===== config.mk =====
export PLATFORM = sky130hd
export DESIGN_NAME = round_robin_task_scheduler_core
export DESIGN_NICKNAME = d
export VERILOG_FILES = /design/src/rtl/rrts_pkg.sv /design/src/rtl/rrts_cell.sv /design/src/rtl/round_robin_task_scheduler_core.sv
export SDC_FILE = /design/constraint.sdc
export NUM_CORES = 1
export LEC_CHECK = 0
export CORE_UTILIZATION = 35
export DETAILED_ROUTE_END_ITERATION = 6
export DONT_BUFFER_PORTS = 1
export GPL_TIMING_DRIVEN = 1
export PLACE_DENSITY = 0.53
export SLEW_MARGIN = 20
export SYNTH_ARGS = -nofsm -noshare
export SYNTH_HDL_FRONTEND = slang
export SYNTH_SLANG_ARGS = --single-unit
export TNS_END_PERCENT = 20

===== constraint.sdc =====
create_clock -name clock -period 5.85 [get_ports clock]
set_input_delay 1.17 -clock clock [delete_from_list [all_inputs] [get_ports clock]]
set_output_delay 1.17 -clock clock [all_outputs]
set_load 0.02 [all_outputs]

===== src/rtl/rrts_pkg.sv =====
// Shared types and constants for the round-robin task scheduler.
// No dependencies; used by rrts_cell and round_robin_task_scheduler_core.
`default_nettype none

package rrts_pkg;

   // Request mode codes
   localparam logic [1:0] MODE_TICK       = 2'd0;
   localparam logic [1:0] MODE_BLOCK      = 2'd1;
   localparam logic [1:0] MODE_RESCHEDULE = 2'd2;

   // Field widths fixed by the interface
   localparam int unsigned MODE_W  = 2;
   localparam int unsigned TICK_W  = 32;
   localparam int unsigned CFG_W   = 4;
   localparam int unsigned TASK_W  = 3;

   // Slot count limits and reset value of the slot count register
   localparam int unsigned MIN_SLOTS = 2;
   localparam int unsigned CFG_RESET = 5;

   // Sequencer states
   typedef enum logic [1:0] {
      ST_IDLE   = 2'b01,
      ST_SEARCH = 2'b10
   } state_type;

   // Per-request command broadcast to every cell
   typedef struct packed {
      logic do_tick;
      logic do_block;
   } cmd_type;

endpackage

`default_nettype wire


===== src/rtl/rrts_cell.sv =====
// One user task slot: blocked flag, wake tick and one link of the search chain.
// Depends on rrts_pkg for the command struct and tick width.
`default_nettype none

module rrts_cell #(
   parameter int unsigned SLOT_W     = 3,
   parameter int unsigned CNT_W      = 4,
   parameter int unsigned CELL_INDEX = 1
) (
   input  wire logic                        clock,
   input  wire logic                        reset,
   input  wire rrts_pkg::cmd_type           cmd,
   input  wire logic [SLOT_W-1:0]           run_slot,
   input  wire logic [CNT_W-1:0]            active_slots,
   input  wire logic [rrts_pkg::TICK_W-1:0] tick_next,
   input  wire logic [rrts_pkg::TICK_W-1:0] wake_value,
   input  wire logic                        hi_seen_prev,
   input  wire logic [SLOT_W-1:0]           hi_idx_prev,
   input  wire logic                        lo_seen_prev,
   input  wire logic [SLOT_W-1:0]           lo_idx_prev,
   output logic                             hi_seen_next,
   output logic [SLOT_W-1:0]                hi_idx_next,
   output logic                             lo_seen_next,
   output logic [SLOT_W-1:0]                lo_idx_next,
   output logic                             blocked
);

   localparam logic [SLOT_W-1:0] IDX     = SLOT_W'(CELL_INDEX);
   localparam logic [CNT_W-1:0]  IDX_CNT = CNT_W'(CELL_INDEX);

   logic                        blocked_ff;
   logic                        blocked_in;
   logic [rrts_pkg::TICK_W-1:0] wake_ff;
   logic [rrts_pkg::TICK_W-1:0] wake_in;
   logic                        is_running;
   logic                        eligible;
   logic                        hi_req;
   logic                        lo_req;

   assign is_running = (run_slot == IDX);

   // Block on request, release when the new tick reaches the wake tick
   always_comb begin
      blocked_in = blocked_ff;
      wake_in    = wake_ff;
      if (cmd.do_block && is_running) begin
         blocked_in = 1'b1;
         wake_in    = wake_value;
      end else if (cmd.do_tick && blocked_ff && (wake_ff == tick_next)) begin
         blocked_in = 1'b0;
      end
   end

   always_ff @(posedge clock) begin
      if (reset) begin
         blocked_ff <= 1'b0;
      end else begin
         blocked_ff <= blocked_in;
      end
   end

   always_ff @(posedge clock) begin
      wake_ff <= wake_in;
   end

   // Search link: upper pass takes slots after the running one, lower pass the rest
   assign eligible = !blocked_ff && (IDX_CNT < active_slots);
   assign hi_req   = eligible && (IDX > run_slot);
   assign lo_req   = eligible && (IDX <= run_slot);

   assign hi_seen_next = hi_seen_prev || hi_req;
   assign hi_idx_next  = (hi_req && !hi_seen_prev) ? IDX : hi_idx_prev;
   assign lo_seen_next = lo_seen_prev || lo_req;
   assign lo_idx_next  = (lo_req && !lo_seen_prev) ? IDX : lo_idx_prev;

   assign blocked = blocked_ff;

endmodule

`default_nettype wire


===== src/rtl/round_robin_task_scheduler_core.sv =====
// Round-robin task scheduler with an always-ready idle task in slot 0.
//
// Request channel (req_valid, req_stall, req_mode, req_delay_ticks): a request
// is taken at a clock edge with req_valid high and req_stall low. Mode tick
// advances the tick counter and wakes blocked tasks whose wake tick matches;
// mode block parks the running user task until count plus delay; any other
// mode only reschedules.
// Response channel (rsp_valid, rsp_stall, rsp_next_task, rsp_tick_now): one
// response per request, held in an output register until taken.
// Configuration (csr_valid, csr_ready, csr_tasks_in_use): always ready; write
// only while no request is in flight. Values are clamped to 2..TASK_SLOTS.
//
// Timing: the cycle a request is taken, every cell applies the mode. The next
// cycle the ready search ripples along the chain of cells and loads the
// response register. No new request is taken until the search has loaded
// the response; req_stall is high while the search is pending. If a
// finished response is still stalled, the search waits and req_stall stays
// high until the register frees.
// Reset: tick counter 0, idle task running, all tasks ready, slot count 5.
// Depends on rrts_pkg and rrts_cell.
`default_nettype none

module round_robin_task_scheduler_core #(
   parameter int unsigned TASK_SLOTS = 8
) (
   input  wire logic                          clock,
   input  wire logic                          reset,
   input  wire logic                          req_valid,
   output logic                               req_stall,
   input  wire logic [rrts_pkg::MODE_W-1:0]   req_mode,
   input  wire logic [rrts_pkg::TICK_W-1:0]   req_delay_ticks,
   output logic                               rsp_valid,
   input  wire logic                          rsp_stall,
   output logic [rrts_pkg::TASK_W-1:0]        rsp_next_task,
   output logic [rrts_pkg::TICK_W-1:0]        rsp_tick_now,
   input  wire logic                          csr_valid,
   output logic                               csr_ready,
   input  wire logic [rrts_pkg::CFG_W-1:0]    csr_tasks_in_use
);

   localparam int unsigned SLOT_W = $clog2(TASK_SLOTS);
   localparam int unsigned CNT_W  = $clog2(TASK_SLOTS + 1);
   localparam int unsigned WIDE_W = (CNT_W > rrts_pkg::CFG_W) ? CNT_W : rrts_pkg::CFG_W;
   localparam int unsigned RESET_SLOTS =
      (rrts_pkg::CFG_RESET > TASK_SLOTS) ? TASK_SLOTS : rrts_pkg::CFG_RESET;

   rrts_pkg::state_type          state_ff;
   rrts_pkg::state_type          state_in;
   logic [rrts_pkg::TICK_W-1:0]  tick_ff;
   logic [rrts_pkg::TICK_W-1:0]  tick_in;
   logic [rrts_pkg::TICK_W-1:0]  tick_next;
   logic [rrts_pkg::TICK_W-1:0]  wake_value;
   logic [SLOT_W-1:0]            run_ff;
   logic [SLOT_W-1:0]            run_in;
   logic [CNT_W-1:0]             slots_ff;
   logic [CNT_W-1:0]             slots_in;
   logic [WIDE_W-1:0]            cfg_wide;
   logic                         rsp_valid_ff;
   logic                         rsp_valid_in;
   logic [rrts_pkg::TASK_W-1:0]  rsp_task_ff;
   logic [rrts_pkg::TASK_W-1:0]  rsp_task_in;
   logic [rrts_pkg::TICK_W-1:0]  rsp_tick_ff;
   logic [rrts_pkg::TICK_W-1:0]  rsp_tick_in;
   logic                         accept;
   logic                         load;
   rrts_pkg::cmd_type            cmd;
   logic [SLOT_W-1:0]            chosen;

   // Search chain links: entry g-1 feeds cell g, entry g is its output
   logic                         hi_seen [TASK_SLOTS];
   logic [SLOT_W-1:0]            hi_idx  [TASK_SLOTS];
   logic                         lo_seen [TASK_SLOTS];
   logic [SLOT_W-1:0]            lo_idx  [TASK_SLOTS];
   logic [TASK_SLOTS-1:0]        blocked_vec;

   assign accept    = req_valid && !req_stall;
   assign req_stall = (state_ff != rrts_pkg::ST_IDLE);
   assign load      = (state_ff == rrts_pkg::ST_SEARCH) && (!rsp_valid_ff || !rsp_stall);

   // Decode the request mode into the cell command
   always_comb begin
      cmd = '0;
      case (req_mode)
         rrts_pkg::MODE_TICK:  cmd.do_tick  = accept;
         rrts_pkg::MODE_BLOCK: cmd.do_block = accept;
         default:              cmd        = '0;
      endcase
   end

   assign tick_next  = tick_ff + rrts_pkg::TICK_W'(1);
   assign wake_value = tick_ff + req_delay_ticks;
   assign tick_in    = cmd.do_tick ? tick_next : tick_ff;

   // Row of user task cells
   assign hi_seen[0]     = 1'b0;
   assign hi_idx[0]      = '0;
   assign lo_seen[0]     = 1'b0;
   assign lo_idx[0]      = '0;
   assign blocked_vec[0] = 1'b0;

   for (genvar g = 1; g < TASK_SLOTS; g++) begin : g_cell
      rrts_cell #(
         .SLOT_W     (SLOT_W),
         .CNT_W      (CNT_W),
         .CELL_INDEX (g)
      ) u_cell (
         .clock        (clock),
         .reset        (reset),
         .cmd          (cmd),
         .run_slot     (run_ff),
         .active_slots (slots_ff),
         .tick_next    (tick_next),
         .wake_value   (wake_value),
         .hi_seen_prev (hi_seen[g-1]),
         .hi_idx_prev  (hi_idx[g-1]),
         .lo_seen_prev (lo_seen[g-1]),
         .lo_idx_prev  (lo_idx[g-1]),
         .hi_seen_next (hi_seen[g]),
         .hi_idx_next  (hi_idx[g]),
         .lo_seen_next (lo_seen[g]),
         .lo_idx_next  (lo_idx[g]),
         .blocked      (blocked_vec[g])
      );
   end

   // Pick the upper-pass winner first, then wrap, else fall back to idle
   always_comb begin
      if (hi_seen[TASK_SLOTS-1]) begin
         chosen = hi_idx[TASK_SLOTS-1];
      end else if (lo_seen[TASK_SLOTS-1]) begin
         chosen = lo_idx[TASK_SLOTS-1];
      end else begin
         chosen = '0;
      end
   end

   // Sequence: take a request, then search and load the response
   always_comb begin
      state_in = state_ff;
      case (state_ff)
         rrts_pkg::ST_IDLE:   if (accept) state_in = rrts_pkg::ST_SEARCH;
         rrts_pkg::ST_SEARCH: if (load)   state_in = rrts_pkg::ST_IDLE;
         default:             state_in = rrts_pkg::ST_IDLE;
      endcase
   end

   assign run_in = load ? chosen : run_ff;

   // Hold the response until taken
   always_comb begin
      rsp_valid_in = rsp_valid_ff && rsp_stall;
      rsp_task_in  = rsp_task_ff;
      rsp_tick_in  = rsp_tick_ff;
      if (load) begin
         rsp_valid_in = 1'b1;
         rsp_task_in  = rrts_pkg::TASK_W'(chosen);
         rsp_tick_in  = tick_ff;
      end
   end

   // Clamp the slot count on a write
   assign cfg_wide = WIDE_W'(csr_tasks_in_use);
   always_comb begin
      slots_in = slots_ff;
      if (csr_valid && csr_ready) begin
         if (cfg_wide < WIDE_W'(rrts_pkg::MIN_SLOTS)) begin
            slots_in = CNT_W'(rrts_pkg::MIN_SLOTS);
         end else if (cfg_wide > WIDE_W'(TASK_SLOTS)) begin
            slots_in = CNT_W'(TASK_SLOTS);
         end else begin
            slots_in = CNT_W'(cfg_wide);
         end
      end
   end

   assign csr_ready = 1'b1;

   always_ff @(posedge clock) begin
      if (reset) begin
         state_ff     <= rrts_pkg::ST_IDLE;
         tick_ff      <= '0;
         run_ff       <= '0;
         slots_ff     <= CNT_W'(RESET_SLOTS);
         rsp_valid_ff <= 1'b0;
      end else begin
         state_ff     <= state_in;
         tick_ff      <= tick_in;
         run_ff       <= run_in;
         slots_ff     <= slots_in;
         rsp_valid_ff <= rsp_valid_in;
      end
   end

   always_ff @(posedge clock) begin
      rsp_task_ff <= rsp_task_in;
      rsp_tick_ff <= rsp_tick_in;
   end

   assign rsp_valid     = rsp_valid_ff;
   assign rsp_next_task = rsp_task_ff;
   assign rsp_tick_now  = rsp_tick_ff;

   // A newly chosen user task is never a blocked one
   a_chosen_ready: assert property (@(posedge clock) disable iff (reset)
      load |=> (run_ff == '0) || !blocked_vec[run_ff])
      else $error("scheduled a blocked task");

   // A tick request advances the counter by one
   a_tick_step: assert property (@(posedge clock) disable iff (reset)
      accept && (req_mode == rrts_pkg::MODE_TICK) |=> tick_ff == $past(tick_ff) + 32'd1)
      else $error("tick counter did not advance");

   // Other requests leave the counter alone
   a_tick_hold: assert property (@(posedge clock) disable iff (reset)
      accept && (req_mode != rrts_pkg::MODE_TICK) |=> $stable(tick_ff))
      else $error("tick counter moved without a tick");

   // The response carries the counter as it stood after the request
   a_rsp_tick: assert property (@(posedge clock) disable iff (reset)
      load |=> rsp_valid_ff && (rsp_tick_ff == tick_ff))
      else $error("response tick mismatch");

   // A chosen slot lies inside the slots in use
   a_chosen_range: assert property (@(posedge clock) disable iff (reset)
      load |-> (CNT_W'(chosen) < slots_ff))
      else $error("chosen slot outside slots in use");

endmodule

`default_nettype wire


==> run summary <==
die width: 214.0 um
routed vias/inst: 5.317
DP HPWL: 33530 um
final hold vios: 0
fraction of final layout cells sized beyond drive strength 1: 0.09153
Worst setup SP type: flop
worst-margin pin slew: 1.059 ns
Mapped Area: 15730 um^2
Post-synth EDFFs: 259
top_reg_cell synth: edfxtp_1
r2r setup slk: 1.54 ns
Worst Skew: 0.02932 ns
gr usage total: 0.2013
P&R area growth vs syn: 11.89%
vias: 10120
cell family with most CP delay: compound AO/OA/AOI/OAI gates
RSZ-0062 raised after global routing: false
# IOs: 81
most common cell after layout, fill and taps aside: edfxtp_1
Worst Setup Path Type: flop to flop
slowest CP cell: dfxtp_1
vias in the first global route: 9595
largest net degree at the start of global routing: 52
Die ar.: 45790 um^2
# clock sinks: 308
FP Rows: 77
critical path peak fanout: 14
Post-Syn Nets: 1352
P_leak: 5.827 nW
status: complete, no violations
Critical Path RT: 6.08 ns
Fmax achieved: 232.1 MHz
CTS buffer count: 35
diode count: 0
CTS Hold Buffers Added: 0
worst path cell trace: ha_1 -> and3_1 -> a221o_1 -> a31oi_1 -> o21ai_0 -> a221o_1 -> a41oi_1 -> nor2_1 -> a211oi_1
deepest clock path buffer count: 3
Post-Route WL: 46370 um
core area: 44320 um^2
final setup margin: 1.541 ns
fin crit period: 4.309 ns
post_cts resized: 0
largest area contributor in the netlist: edfxtp_1
Worst setup EP type: flop
Die Ht: 214.0 um
min-delay worst type: flop to flop
post-synth cell types: 78
power per cell area: 268.0 nW/um^2
Initial Util: 0.3549
Max stage delay on crit path: 0.74 ns
commonest cells after routing, fill and taps aside: edfxtp_1, xor2_1, xnor2_1
max_slew headroom: 0.2932
Buf+Inv Stages, Crit Path: 0
Mapped Cells: 1276
MaxCap Viol Count: 0
maximum VDD drop: 183.1 uV
Synth Register Bits: 308
drt first pass iters: 5
CTS Root Cell: clkbuf_16
Routed Antenna Nets: 0
Post-CTS Setup Bufs: 0
Clk pin slew, worst setup/hold paths: 0.06 ns
Seq/Total Area, Yosys: 0.5569
CP arrival: 4.54 ns
# DRC: 0
syn avg cell area: 12.33 um^2
Place WS: 1.119 ns
Max Transition Viols Final: 0
RD Place Congestion: 0.8934
H-tree Lvls: 2
Iter 0 DRT Violations: 1141
Final period util: 0.7365
# nets final: 1360
IO buf count: 0
grt total ovfl: 0
setup TNS: 0 ns
clk_lat worst skew: 0.54 ns
initial antenna violation count: 3
synth warn: 0
Most Frequent Cell on Critical Path: a221o_1
average wire per standard cell: 24.37 um
FFs w/ async S/R, synth: 0
Synth area leaders: edfxtp_1, xor2_1, xnor2_1
CTS tree: built
first-pass GRT wire length: 67800 um
endpoints failing setup: 0
fillcell total: 4193
post-synth top area share: 0.4945
## power by group
group | internal, W | switching (W) | total [W]
Clock | 0.00129 | 0.000907 | 0.00220
Combinational | 0.0000382 | 0.0000852 | 0.000123
Sequential | 0.00238 | 0.0000128 | 0.00240
Total | 0.00371 | 0.00100 | 0.00472
## layer usage
metal	part of all wire	track usage
met4	0.014	0.03813
met1	0.48	0.2966
met3	0.066	0.03810
met2	0.44	0.3078
met5	0.00063	0
## worst paths after layout
check / end / depth (start not counted) / from
setup reg to reg: g_cell[6].u_cell.wake_ff[31] / 9 / tick_ff[7]
hold / removal: g_cell[7].u_cell.blocked / 2 / g_cell[7].u_cell.blocked
setup / recovery: g_cell[6].u_cell.wake_ff[31] / 9 / tick_ff[7]
hold reg to reg: g_cell[7].u_cell.blocked / 2 / g_cell[7].u_cell.blocked
## per-stage QoR
step | cell area [um^2] | cells | total power [W] | util | hold WS (ns)
after floorplan | 15730 | 1276 | 0.002532 | - | 0.4064
after global routing | 17600 | 1903 | 0.004845 | 0.3971 | 0.5644
after global placement | 16430 | 1838 | 0.002566 | 0.3708 | 0.5092
after detailed placement | 16440 | 1838 | 0.002568 | 0.3709 | 0.5080
final | 17600 | 1903 | 0.004716 | 0.3971 | 0.5166
after CTS | 17590 | 1902 | 0.004758 | 0.3968 | 0.5158
## cell families after synthesis
logic type	after synthesis	synth area share
AND/OR/NAND/NOR	356	0.1226
XOR/XNOR	311	0.1909
flip-flops	308	0.5569
AO/OA/AOI/OAI	187	0.07948
buffers and inverters	78	0.02188
adder cells (fa/ha/maj)	33	0.02673
multiplexers	2	0.001273
other	1	0.0002384
## worst min-delay path, delay by kind of cell, from the launching register on
kind               cells  cell delay (ns)
DFF                    1             0.31
AOI/OAI and AO/OA      2             0.17
## synth_stat cells (3+ instances only)
| library cell | n |
|---|---|
| buf_1 | 4 |
| o211ai_1 | 6 |
| nand2b_1 | 7 |
| o21ai_0 | 35 |
| a21o_1 | 13 |
| inv_1 | 28 |
| or4_1 | 4 |
| or3_1 | 8 |
| o21bai_1 | 16 |
| nor4_1 | 28 |
| edfxtp_1 | 259 |
| buf_2 | 11 |
| a211oi_1 | 11 |
| and3_1 | 11 |
| nor2b_1 | 6 |
| ha_1 | 32 |
| xor2_1 | 145 |
| xnor3_1 | 14 |
| nand3b_1 | 7 |
| nor4_4 | 4 |
| a22oi_1 | 3 |
| or2_2 | 6 |
| xnor2_2 | 7 |
| nor2_1 | 89 |
| o311ai_0 | 3 |
| clkbuf_1 | 27 |
| a31oi_1 | 11 |
| o2111ai_1 | 8 |
| and2_1 | 4 |
| nor3_1 | 34 |
| a2111oi_0 | 3 |
| nor4_2 | 3 |
| xnor2_1 | 142 |
| dfxtp_1 | 49 |
| a21oi_1 | 44 |
| buf_4 | 6 |
| nand4_1 | 30 |
| o22ai_1 | 4 |
| nand3_1 | 25 |
| o21a_1 | 4 |
| nand2_1 | 72 |
| and4_1 | 4 |
## state kept, by name, summed over array words and instances, names as in the netlist
signal	count
rsp_next_task	3
rsp_tick_now	32
slots_ff	4
tick_ff	32
run_ff	3
state_ff	2
rsp_valid	1
g_cell.u_cell.wake_ff	224
g_cell.u_cell.blocked	7
## cell type report
| cell class | count | area, um^2 | area share |
|---|---|---|---|
| inverters | 28 | 105.1 | 0.005973 |
| repair buffers | 21 | 155.1 | 0.008817 |
| flip-flops and latches | 308 | 8758 | 0.4977 |
| clock inverters | 23 | 207.7 | 0.01180 |
| well taps | 592 | 740.7 | 0.04209 |
| clock buffers | 41 | 939.7 | 0.05340 |
| multi-input cells | 890 | 6690 | 0.3802 |
Power figures use the tool's default switching activity.
